--- config.mk ---
export PLATFORM = sky130hd
export DESIGN_NAME = bitmap_block_allocator_top
export DESIGN_NICKNAME = d
export VERILOG_FILES = /design/src/bba_pkg.sv /design/src/bba_ram.sv /design/src/bba_engine.sv /design/src/bitmap_block_allocator_top.sv
export SDC_FILE = /design/constraint.sdc
export NUM_CORES = 1
export LEC_CHECK = 0
export ABC_AREA = 1
export BUFFER_PORTS_ARGS = -buffer_cell sky130_fd_sc_hd__buf_2
export CELL_PAD_IN_SITES_DETAIL_PLACEMENT = 1
export CELL_PAD_IN_SITES_GLOBAL_PLACEMENT = 1
export CORE_MARGIN = 2
export CORE_UTILIZATION = 52
export CTS_BUF_LIST = sky130_fd_sc_hd__clkbuf_4 sky130_fd_sc_hd__clkbuf_8 sky130_fd_sc_hd__clkbuf_16
export DETAILED_ROUTE_END_ITERATION = 7
export PLACE_DENSITY = 0.84
export SYNTH_ARGS = -nofsm -noshare
export SYNTH_HDL_FRONTEND = slang
export SYNTH_SLANG_ARGS = --single-unit
--- constraint.sdc ---
create_clock -name clk -period 4.8 [get_ports clk]
set_input_delay 0.48 -clock clk [delete_from_list [all_inputs] [get_ports clk]]
set_output_delay 0.48 -clock clk [all_outputs]
set_load 0.05 [all_outputs]
--- src/bba_pkg.sv ---
// Shared definitions for the bitmap block allocator.
// Holds field widths, status and mode codes, defaults and the result struct.
// No dependencies.
package bba_pkg;

  localparam int CFG_W = 10;
  localparam int BLK_W = 9;
  localparam int ST_W  = 2;

  localparam int MAX_BLOCKS_DEF    = 512;
  localparam int MAP_WORD_BITS_DEF = 32;

  localparam logic [CFG_W-1:0] PART_SIZE_RST = 10'd512;

  localparam logic MODE_ALLOC = 1'b0;
  localparam logic MODE_FREE  = 1'b1;

  localparam logic [ST_W-1:0] ST_OK   = 2'd0;
  localparam logic [ST_W-1:0] ST_FULL = 2'd1;
  localparam logic [ST_W-1:0] ST_BAD  = 2'd2;

  typedef struct packed {
    logic             done;
    logic [ST_W-1:0]  status;
    logic [BLK_W-1:0] granted;
  } bba_result_t;

endpackage

--- src/bba_ram.sv ---
// Generic simple dual-port RAM with one write port and one registered read port.
// No dependencies.
module bba_ram #(
  parameter int WIDTH = 32,
  parameter int DEPTH = 16
) (
  input  logic                                   clk,
  input  logic                                   wr_en,
  input  logic [(DEPTH > 1 ? $clog2(DEPTH) : 1)-1:0] wr_addr,
  input  logic [WIDTH-1:0]                       wr_data,
  input  logic                                   rd_en,
  input  logic [(DEPTH > 1 ? $clog2(DEPTH) : 1)-1:0] rd_addr,
  output logic [WIDTH-1:0]                       rd_data
);

  logic [WIDTH-1:0] mem [DEPTH];

  always_ff @(posedge clk) begin
    if (wr_en) begin
      mem[wr_addr] <= wr_data;
    end
    if (rd_en) begin
      rd_data <= mem[rd_addr];
    end
  end

endmodule

--- src/bba_engine.sv ---
// Request sequencer of the bitmap block allocator: map clearing, word scan,
// read-modify-write of one map word. Depends on bba_pkg; drives a bba_ram.
module bba_engine import bba_pkg::*; #(
  parameter int MAX_BLOCKS    = MAX_BLOCKS_DEF,
  parameter int MAP_WORD_BITS = MAP_WORD_BITS_DEF,
  localparam int MAP_WORDS    = (MAX_BLOCKS + MAP_WORD_BITS - 1) / MAP_WORD_BITS,
  localparam int AW           = (MAP_WORDS > 1) ? $clog2(MAP_WORDS) : 1
) (
  input  logic                     clk,
  input  logic                     rst,
  input  logic                     start,
  input  logic                     mode,
  input  logic [BLK_W-1:0]         block_number,
  input  logic [CFG_W-1:0]         part_size,
  output logic                     busy,
  output bba_result_t              result,
  output logic                     ram_wr_en,
  output logic [AW-1:0]            ram_wr_addr,
  output logic [MAP_WORD_BITS-1:0] ram_wr_data,
  output logic                     ram_rd_en,
  output logic [AW-1:0]            ram_rd_addr,
  input  logic [MAP_WORD_BITS-1:0] ram_rd_data
);

  localparam int OFF_W  = (MAP_WORD_BITS > 1) ? $clog2(MAP_WORD_BITS) : 1;
  localparam int BASE_W = $clog2(MAP_WORDS * MAP_WORD_BITS + 1);
  localparam int CMP_W  = (BASE_W > CFG_W) ? BASE_W : CFG_W;

  typedef enum logic [1:0] {S_CLEAR, S_IDLE, S_SCAN} state_t;

  state_t             state;
  logic [AW-1:0]      clr_addr;
  logic [AW:0]        scan_addr;
  logic [BASE_W-1:0]  scan_base;
  logic               pend;
  logic [AW-1:0]      eval_addr;
  logic [BASE_W-1:0]  eval_base;
  logic               req_free;
  logic [BLK_W-1:0]   req_blk;
  logic [BASE_W-1:0]  lim;

  logic [CMP_W-1:0]         lim_wide;
  logic [BASE_W-1:0]        lim_now;
  logic                     issue_ok;
  logic [CMP_W-1:0]         base_ext;
  logic [CMP_W-1:0]         rem;
  logic [MAP_WORD_BITS-1:0] free_bits;
  logic                     found_alloc;
  logic [OFF_W-1:0]         alloc_idx;
  logic [CMP_W-1:0]         blk_ext;
  logic [CMP_W-1:0]         blk_diff;
  logic                     in_word;
  logic [OFF_W-1:0]         off;
  logic                     bit_set;
  logic                     hit;
  logic [CMP_W-1:0]         grant_c;

  // Partition size above the map size is clamped to the map size.
  assign lim_wide = (CMP_W'(part_size) > CMP_W'(MAX_BLOCKS)) ? CMP_W'(MAX_BLOCKS)
                                                             : CMP_W'(part_size);
  assign lim_now  = lim_wide[BASE_W-1:0];

  assign issue_ok = (scan_addr < (AW+1)'(MAP_WORDS)) && (scan_base < lim);

  assign base_ext = CMP_W'(eval_base);
  assign rem      = CMP_W'(lim) - base_ext;

  always_comb begin
    free_bits   = '0;
    found_alloc = 1'b0;
    alloc_idx   = '0;
    for (int b = 0; b < MAP_WORD_BITS; b++) begin
      free_bits[b] = ~ram_rd_data[b] && (CMP_W'(b) < rem);
    end
    for (int b = MAP_WORD_BITS - 1; b >= 0; b--) begin
      if (free_bits[b]) begin
        found_alloc = 1'b1;
        alloc_idx   = OFF_W'(b);
      end
    end
  end

  assign blk_ext  = CMP_W'(req_blk);
  assign blk_diff = blk_ext - base_ext;
  assign in_word  = (blk_ext >= base_ext) && (blk_diff < CMP_W'(MAP_WORD_BITS));
  assign off      = blk_diff[OFF_W-1:0];
  assign bit_set  = ram_rd_data[off];
  assign hit      = pend && (req_free ? in_word : found_alloc);
  assign grant_c  = base_ext + CMP_W'(alloc_idx);

  assign busy = (state != S_IDLE);

  always_comb begin
    ram_rd_en   = (state == S_SCAN) && issue_ok;
    ram_rd_addr = scan_addr[AW-1:0];
    ram_wr_en   = 1'b0;
    ram_wr_addr = eval_addr;
    ram_wr_data = ram_rd_data | (MAP_WORD_BITS'(1) << alloc_idx);
    case (state)
      S_CLEAR: begin
        ram_wr_en   = 1'b1;
        ram_wr_addr = clr_addr;
        ram_wr_data = (clr_addr == '0) ? MAP_WORD_BITS'(1) : '0;
      end
      S_SCAN: begin
        ram_wr_en = hit && (!req_free || bit_set);
        if (req_free) begin
          ram_wr_data = ram_rd_data & ~(MAP_WORD_BITS'(1) << off);
        end
      end
      default: begin
        ram_wr_en = 1'b0;
      end
    endcase
  end

  always_ff @(posedge clk) begin
    if (rst) begin
      state       <= S_CLEAR;
      clr_addr    <= '0;
      pend        <= 1'b0;
      result.done <= 1'b0;
    end else begin
      result.done <= 1'b0;
      pend        <= 1'b0;
      case (state)
        S_CLEAR: begin
          clr_addr <= clr_addr + 1'b1;
          if (clr_addr == AW'(MAP_WORDS - 1)) begin
            state <= S_IDLE;
          end
        end
        S_IDLE: begin
          if (start) begin
            req_free  <= (mode == MODE_FREE);
            req_blk   <= block_number;
            lim       <= lim_now;
            scan_addr <= '0;
            scan_base <= '0;
            if ((mode == MODE_FREE) && (CMP_W'(block_number) >= CMP_W'(lim_now))) begin
              result.done    <= 1'b1;
              result.status  <= ST_BAD;
              result.granted <= '0;
            end else if ((mode == MODE_ALLOC) && (lim_now == '0)) begin
              result.done    <= 1'b1;
              result.status  <= ST_FULL;
              result.granted <= '0;
            end else begin
              state <= S_SCAN;
            end
          end
        end
        S_SCAN: begin
          pend      <= issue_ok;
          eval_addr <= scan_addr[AW-1:0];
          eval_base <= scan_base;
          scan_addr <= scan_addr + 1'b1;
          scan_base <= scan_base + BASE_W'(MAP_WORD_BITS);
          if (hit) begin
            state          <= S_IDLE;
            result.done    <= 1'b1;
            result.status  <= (req_free && !bit_set) ? ST_BAD : ST_OK;
            result.granted <= req_free ? '0 : grant_c[BLK_W-1:0];
          end else if (!issue_ok) begin
            state          <= S_IDLE;
            result.done    <= 1'b1;
            result.status  <= req_free ? ST_BAD : ST_FULL;
            result.granted <= '0;
          end
        end
        default: begin
          state <= S_IDLE;
        end
      endcase
    end
  end

endmodule

--- src/bitmap_block_allocator_top.sv ---
// Top level of the bitmap block allocator: partition size register, request
// sequencer and the allocation map RAM. Depends on bba_pkg, bba_engine, bba_ram.
//
// Usage. A request is taken at a rising edge where start is high and busy is
// low; mode selects allocate (lowest free block below the partition size) or
// free (clear the used bit of block_number). Exactly one result follows: done
// is high for one cycle with status and block_granted valid in that cycle.
// The receiver cannot hold results off; it must take them when done is high.
//
// The map sits in a RAM of MAP_WORDS words of MAP_WORD_BITS bits (16 words of
// 32 bits by default), read through a registered port. A request walks the
// map one word per cycle from word 0 and, on success, modifies and writes
// back the word it stops at. A free request outside the partition, or an
// allocate with a partition size of zero, gives done in the cycle right after
// it is taken. busy is high while a request is scanning; a new request can be
// taken in the cycle where done is high.
//
// The partition size register is written through cfg_valid/cfg_data; it is
// always ready and is meant to be written only while no request is pending.
// After reset the block clears the map one word at a time, leaving only
// block 0 marked used; busy stays high during that pass, and the partition
// size returns to 512.
module bitmap_block_allocator_top import bba_pkg::*; #(
  parameter int MAX_BLOCKS    = MAX_BLOCKS_DEF,
  parameter int MAP_WORD_BITS = MAP_WORD_BITS_DEF
) (
  input  logic             clk,
  input  logic             rst,
  input  logic             start,
  output logic             busy,
  input  logic             mode,
  input  logic [BLK_W-1:0] block_number,
  output logic             done,
  output logic [ST_W-1:0]  status,
  output logic [BLK_W-1:0] block_granted,
  input  logic             cfg_valid,
  output logic             cfg_ready,
  input  logic [CFG_W-1:0] cfg_data
);

  localparam int MAP_WORDS = (MAX_BLOCKS + MAP_WORD_BITS - 1) / MAP_WORD_BITS;
  localparam int AW        = (MAP_WORDS > 1) ? $clog2(MAP_WORDS) : 1;

  logic [CFG_W-1:0]         part_size;
  bba_result_t              result;
  logic                     ram_wr_en;
  logic [AW-1:0]            ram_wr_addr;
  logic [MAP_WORD_BITS-1:0] ram_wr_data;
  logic                     ram_rd_en;
  logic [AW-1:0]            ram_rd_addr;
  logic [MAP_WORD_BITS-1:0] ram_rd_data;

  // The register accepts a write in every cycle.
  assign cfg_ready = 1'b1;

  always_ff @(posedge clk) begin
    if (rst) begin
      part_size <= PART_SIZE_RST;
    end else if (cfg_valid && cfg_ready) begin
      part_size <= cfg_data;
    end
  end

  bba_engine #(
    .MAX_BLOCKS    (MAX_BLOCKS),
    .MAP_WORD_BITS (MAP_WORD_BITS)
  ) u_engine (
    .clk          (clk),
    .rst          (rst),
    .start        (start),
    .mode         (mode),
    .block_number (block_number),
    .part_size    (part_size),
    .busy         (busy),
    .result       (result),
    .ram_wr_en    (ram_wr_en),
    .ram_wr_addr  (ram_wr_addr),
    .ram_wr_data  (ram_wr_data),
    .ram_rd_en    (ram_rd_en),
    .ram_rd_addr  (ram_rd_addr),
    .ram_rd_data  (ram_rd_data)
  );

  bba_ram #(
    .WIDTH (MAP_WORD_BITS),
    .DEPTH (MAP_WORDS)
  ) u_map (
    .clk     (clk),
    .wr_en   (ram_wr_en),
    .wr_addr (ram_wr_addr),
    .wr_data (ram_wr_data),
    .rd_en   (ram_rd_en),
    .rd_addr (ram_rd_addr),
    .rd_data (ram_rd_data)
  );

  // Result fields are forced to zero outside the strobe cycle.
  assign done          = result.done;
  assign status        = result.done ? result.status : ST_OK;
  assign block_granted = result.done ? result.granted : '0;

endmodule

Yosys cells after proc, flatten, opt, wreduce, memory -nomap -nowiden
Memories as Yosys holds them, arrays and structs flattened. A register that Yosys moved wholly into a read port is not among the register bits.
Index checks and enable logic that the tools add are counted.
W data, S select, Z words.
{ "op_classes": {"mux": 97, "add_sub_neg": 6, "shift": 2, "n_lt_le_gt_ge": 39, "n_eq_ne": 10, "reduce_logical": 53, "bitwise_logic": 38} }
{ "op_table": {"columns": ["cell", "count"], "rows": [
  ["$mux W5", 33],
  ["$lt A5 B10 Y1 const A", 16],
  ["$lt A4 B10 Y1 const A", 8],
  ["$pmux W32 S2", 1],
  ["$shl A1 B5 Y32 const A", 2],
  ["$mux W12", 5],
  ["$logic_and A1 B1 Y1", 40],
  ["$lt A3 B10 Y1 const A", 4],
  ["$mux W1", 37],
  ["$not A1 Y1", 35],
  ["$and A32 B32 Y32", 1],
  ["$mux W32", 1],
  ["$not A32 Y32", 1],
  ["$or A32 B32 Y32", 1],
  ["$pmux W12 S2", 1],
  ["$ge A9 B10 Y1", 2],
  ["$lt A1 B10 Y1 const A", 2],
  ["$lt A2 B10 Y1 const A", 2],
  ["$mux W10", 2],
  ["$pmux W10 S2", 1],
  ["$mux W2", 9],
  ["$mux W9", 2],
  ["$add A10 B6 Y10 const B", 1],
  ["$gt A10 B10 Y1 const B", 1],
  ["other kinds (31)", 37]
]} }
{ "totals": {"ramBits": 512, "input_bits": 24, "n_memories": 1, "wordCells": 260, "reg_bits": 78} }
{ "mem_list": {"columns": ["memory", "depth", "word_bits", "read_ports", "rd_ports_with_merged_regs", "write_ports", "line_no", "source"], "rows": [
  ["u_map.mem", 16, 32, 1, 1, 1, "bba_ram.sv:16", "logic [WIDTH-1:0] mem [DEPTH];"]
]} }

Logic depth before layout (Yosys ltp)
{ "logic_depth": {"word_depth": 41, "mapped_depth": 42, "mapped_depth_nobuf": 42} }

Modules after synthesis
Synthesis repeated with hierarchy kept, for this count alone.
{ "unflattened": {"cells_unflattened": 2935, "area_unflattened_um2": 28848.9} }
{ "by_module_without_submodules": {"columns": ["mod", "cells_each", "instances", "area_per_inst_um2"], "rows": [
  ["bba_ram", 2120, 1, 23064.6],
  ["bba_engine", 728, 1, 5271.3],
  ["bitmap_block_allocator_top", 87, 1, 513.0]
]} }

Worst setup path after synthesis
Ideal clock, no wire load.
{ "synth_path": {"path_kind": "reg-to-reg", "start": "register u_engine.eval_base[6], in the netlist u_engine.base_ext[6]", "end": "memory u_map.mem[0][0] (enable)", "synth_period_minus_slack_ps": 4406, "setup_slack_ps": 394, "setup_time_ps": 421, "stages_incl_launch_ff": 26, "required_time_ps": 4379, "arrival_ps": 3985, "cell_sequence": "edfxtp_1 > inv_1 > ha_1 > a21oi_1 > nand2_1 > nand2_1 > nand2_1 > nand3_4 > nor2_4 > inv_2 > nor2_4 > inv_2 > nor2_1 > a21oi_1 > inv_1 > nand2_1 > nor3_1 > nand3_1 > nor2_1 > nand3_1 > nand2_1 > nor2_1 > nand2_1 > nand2_1 > nand3_1 > nor2_1"} }
{ "synth_via": {"elab_chain_cells": 41} }
{ "synth_lines": {"columns": ["element", "line_no", "source"], "rows": [
  ["from (decl)", "bba_engine.sv:37", "logic [BASE_W-1:0] eval_base;"],
  ["from (signal assigned)", "bba_engine.sv:156", "eval_base <= scan_base;"],
  ["$sub A10 B10 Y10", "bba_engine.sv:66", "assign rem = CMP_W'(lim) - base_ext;"],
  ["$lt A5 B10 Y1", "bba_engine.sv:73", "free_bits[b] = ~ram_rd_data[b] && (CMP_W'(b) < rem);"],
  ["$logic_and A1 B1 Y1", "bba_engine.sv:73", null],
  ["$mux W1 (32 in a row)", "bba_engine.sv:76", "if (free_bits[b]) begin"],
  ["$mux W1 *", "bba_engine.sv:88", "assign hit = pend && (req_free ? in_word : found_alloc);"],
  ["$logic_and A1 B1 Y1 *", "bba_engine.sv:88", null],
  ["$logic_and A1 B1 Y1 *", "bba_engine.sv:106", "ram_wr_en = hit && (!req_free || bit_set);"],
  ["$pmux W1 S2 *", "bba_engine.sv:99", "case (state)"],
  ["$mux W1 *", "bba_ram.sv:19", "if (wr_en) begin"],
  ["$mux W1 (not written as such) *", "bba_ram.sv:20", "mem[wr_addr] <= wr_data;"],
  ["to (decl)", "bba_ram.sv:16", null]
]} }
Mark *: on every way between the ends. The rest lies on a longest branch, timed or not.

Final worst setup path
{ "layout_path": {"start": "register u_engine.eval_base[6], in the netlist u_engine.base_ext[6]", "end": "memory u_map.mem[10][23], data pin"} }
{ "layout_via": {"elab_chain_cells": 39} }
{ "layout_lines": {"columns": ["element", "line_no", "source"], "rows": [
  ["$sub A10 B10 Y10 *", "bba_engine.sv:66", null],
  ["$lt A5 B10 Y1", "bba_engine.sv:73", null],
  ["$logic_and A1 B1 Y1", "bba_engine.sv:73", null],
  ["$mux W5 (31 in a row)", "bba_engine.sv:76", null],
  ["$mux W5 *", "bba_engine.sv:76", null],
  ["$shl A1 B5 Y32 *", "bba_engine.sv:98", "ram_wr_data = ram_rd_data | (MAP_WORD_BITS'(1) << alloc_idx);"],
  ["$or A32 B32 Y32 *", "bba_engine.sv:98", null],
  ["$mux W32", "bba_engine.sv:107", "if (req_free) begin"],
  ["$pmux W32 S2 *", "bba_engine.sv:99", null],
  ["net ram_wr_data[23]", "bitmap_block_allocator_top.sv:48", "logic [MAP_WORD_BITS-1:0] ram_wr_data;"]
]} }
The timed path passes the listed nets; every way through them passes the cells marked *.

==> impl_summary.log <==
INFO  metric status = completed
INFO  metric post-route-drc-count = 0
INFO  metric worst_r2r_endpoint = u_map.mem[10][23]
INFO  metric die_width = 228 um
INFO  metric critical_path_arrival = 5090 ps
INFO  metric yosys_register_bits = 612
INFO  metric finalCritPeriodShare = 0.965
INFO  metric yosys-mux-area-fraction = 0.0199
INFO  metric endpoint_required_time_on_the_critical_path = 5260 ps
INFO  metric global_router_s_overall_resource_usage = 0.318
INFO  metric clock_tree.htree_level_count = 3
INFO  metric numCtsBuffers = 66
INFO  metric fraction_of_power_consumed_by_sequential_logic = 0.523
INFO  metric initial_utilization = 0.523
INFO  metric power_leakage = 0.0107 uW
INFO  metric routed_wire_length_per_instance = 28.5 um
INFO  metric synth_fa_ha_area_frac = 0.0144
INFO  metric fin_tns_setup = 0 ps
INFO  metric ys.flop_type = edfxtp_1
INFO  metric synth-async-reset-ratio = 0
INFO  metric r2r_setup_slack = 170 ps
INFO  metric ys_seq_area_frac = 0.697
INFO  metric max_freq = 216 MHz
INFO  metric switching_pwr = 2380 uW
INFO  metric cp-start-kind = flop
INFO  metric grt_overflow = 0
INFO  metric worstPathMaxFanout = 16
INFO  metric clk-insertion-delay-late = 630 ps
INFO  metric cts.clk_slew.worst_paths = 60 ps
INFO  metric syn2layout_area_growth = 15.5%
INFO  metric hold_path_class = primary input to flop
INFO  metric grt_pass1_vias = 20100
INFO  metric clock_power_share = 0.454
INFO  metric worstRegToRegCells = 23
INFO  metric placeableCoreArea = 49900 um2
INFO  metric power_density = 377 nW/um2
INFO  metric cts-root-to-sink-buffers = 3
INFO  metric crit_end = u_map.mem[10][23]
INFO  metric max_cap_viol_count = 0
INFO  metric worst_ir_drop_vdd = 0.000275 V
INFO  metric drt_pass1_iterations = 7
INFO  metric drt-initial-drc-count = 2270
INFO  metric skew = 37.5 ps
INFO  metric synth_fp_nets = 2202
INFO  metric synth_top_family_by_area = simple AND/OR/NAND/NOR gates
INFO  metric timing.critical_path.from = u_engine.base_ext[6]
INFO  metric timing.critical_path.to_type = flop
INFO  metric synth_simple_gate_area_frac = 0.122
INFO  metric preCtsSetupSlack = 76.5 ps
INFO  metric drt.antenna.violating_nets = 0
INFO  metric mostFrequentLayoutCell = edfxtp_1
INFO  metric syn_avg_cell_area = 12.2 um2
INFO  metric nets = 2293
INFO  metric max_slew.worst_pin.slew = 1130 ps
INFO  metric report.final.hold_viol_count = 0
INFO  metric timing_worst_setup_path_type = flop to flop
INFO  metric fin_worst_hold_slack = 67.6 ps
INFO  metric synth-compound-area-share = 0.108
INFO  metric cts.sink_count = 612
INFO  metric synth_xor_xnor_area_share = 0.00168
INFO  metric drv_slew = 0
INFO  metric mostFrequentLayoutCells = edfxtp_1, nor2_1, nand2_1
INFO  metric syn_inst = 2148
INFO  metric internal-power = 8980 uW
INFO  metric numPortBuffers = 36
INFO  metric hpwl = 48.3 mm
INFO  metric synth_enable_flop_cells = 594
INFO  metric grt_max_degree = 165
INFO  metric floorplan.die.height = 228 um
INFO  metric initial_antenna_violation_count = 2
INFO  metric p_comb_frac = 0.023
INFO  metric finish.instance_area = 30100 um2
INFO  metric ios = 38
INFO  metric min_period = 4630 ps
INFO  metric yosys_warnings = 0
INFO  metric syn_area = 26100 um2
INFO  metric placement.cell_area = 27600 um2
INFO  metric globalplace.congestion = 0.955
INFO  metric drive_gt1_frac = 0.131
INFO  metric synth.lib_cells_used.distinct = 52
INFO  metric final_critical_path_setup_slack = 170 ps
INFO  metric first_pass_grt_wire_length = 124 mm
INFO  metric die_area = 52000 um2
INFO  metric timing.slew.headroom = 0.247
INFO  metric routed_wirelength = 84.4 mm
INFO  metric cts_tree = done
INFO  metric rows = 82
INFO  metric cts_root_buffer = clkbuf_16
INFO  metric timing.rr.start = u_engine.base_ext[6]
INFO  metric switching_share = 0.210
INFO  metric report.final.setup_viol = 0
INFO  metric vias_post_dr = 19200
INFO  metric post_drt_via_cell_ratio = 6.50
INFO  metric antenna-diode-count = 0
==> kinds of logic after synthesis <==
| kind of cell | Yosys count |
|---|---|
| xor gates and xnor gates | 5 |
| AOI/OAI and AO/OA | 427 |
| and+or+nand+nor | 767 |
| buffers and inverters | 254 |
| DFF | 612 |
| adders and majority gates | 30 |
| muxes | 52 |
| other | 1 |
==> power groups by stage <==
stage	logic (uW)	clock network, uW	registers, uW
3_3_place_gp	221	0	6040
3_5_place_dp	238	0	6050
2_1_floorplan	111	0	6040
5_1_grt	276	5390	5940
6_report	261	5160	5940
4_1_cts	240	5190	5940
==> cell usage after synthesis, types with 4 or more instances <==
master / number / share of area
nand3_1: 125 / 0.024
a31oi_1: 28 / 0.0067
dfxtp_1: 18 / 0.014
o311ai_0: 4 / 0.0013
clkinv_1: 6 / 0.00086
a21oi_1: 52 / 0.010
nor2_4: 4 / 0.0017
o221ai_1: 52 / 0.017
inv_2: 10 / 0.0014
clkbuf_1: 104 / 0.015
o21a_1: 6 / 0.0017
inv_1: 119 / 0.017
buf_1: 11 / 0.0016
nand2_1: 199 / 0.029
ha_1: 30 / 0.014
nand4_1: 16 / 0.0038
o32ai_1: 76 / 0.026
nor2_1: 397 / 0.057
o21ai_0: 157 / 0.030
o22ai_1: 11 / 0.0026
edfxtp_1: 594 / 0.68
mux2i_1: 52 / 0.020
o211ai_1: 22 / 0.0063
nor3_1: 11 / 0.0021
==> state kept, by name (all words and copies together), names as in the netlist <==
name and flops:
u_engine.base_ext 5, part_size 10, u_engine.state 2, u_engine.scan_addr 5
u_engine.lim 10, u_engine.clr_addr 4, u_engine.scan_base 5, u_map.rd_data 32
u_engine.eval_addr 4, u_engine.pend 1, u_engine.req_free 1, u_map.mem 512
u_engine.result 12, u_engine.req_blk 9
==> final cells by class <==
type	count	area, um2
Clock buffer	77	1790
Clock inverter	40	383
Fill cell	4922	19700
Inverter	135	512
Multi-Input combinational cell	1283	7150
Sequential cell	612	18200
Tap cell	672	841
Timing Repair Buffer	141	1270
==> through the flow <==
step | utilization | instances | power (uW)
after global routing | 0.604 | 2960 | 11600
after floorplan | - | 2148 | 6150
after detailed placement | 0.554 | 2814 | 6290
after CTS | 0.597 | 2931 | 11400
final | 0.604 | 2960 | 11400
after global placement | 0.554 | 2814 | 6260
==> metal layers <==
| layer | share of wire | GRT usage | up-vias |
|---|---|---|---|
| met4 | 0.048 | 0.166 | 2 |
| met5 | 0.00015 | 0 | - |
| met3 | 0.095 | 0.0733 | 302 |
| li1 | - | - | 8079 |
| met2 | 0.49 | 0.518 | 1153 |
| met1 | 0.37 | 0.398 | 9703 |
==> critical path, cell delays in order, from the launching register on <==
cell and delay (ps):
edfxtp_1 370, inv_1 120, ha_1 280, nand2_1 80
nand2_1 60, nor2_1 110, nand2_1 110, nor2_4 150
nand3_4 150, nor2_4 200, inv_2 100, o211ai_1 220
nand2_1 120, nor2_1 200, nand2_1 160, a311oi_2 360
nor2_1 120, buf_4 210, inv_2 260, nand4_1 250
nor2_1 190, nor2_1 80, a21oi_1 300, buf_6 240
==> worst min path at each step <==
stage	start	endpoint	cells after the start
detailed placement	part_size[1]	part_size[1]	2
finish	block_number[0]	u_engine.req_blk[0]	1
global route	block_number[4]	u_engine.req_blk[4]	1
floorplan	part_size[1]	part_size[1]	2
CTS	block_number[0]	u_engine.req_blk[0]	1
global placement	u_engine.scan_addr[3]	u_engine.eval_addr[3]	0
==> what timing repair did <==
action                     CTS  global route
pin swaps                    0            13
gates resized for setup      1            15
hold buffers                 0             0
buffers inserted             0            28
setup endpoints to repair   16           456
hold endpoints to repair     0             0
cloned                       0             1
Power figures use the tool's default switching activity.
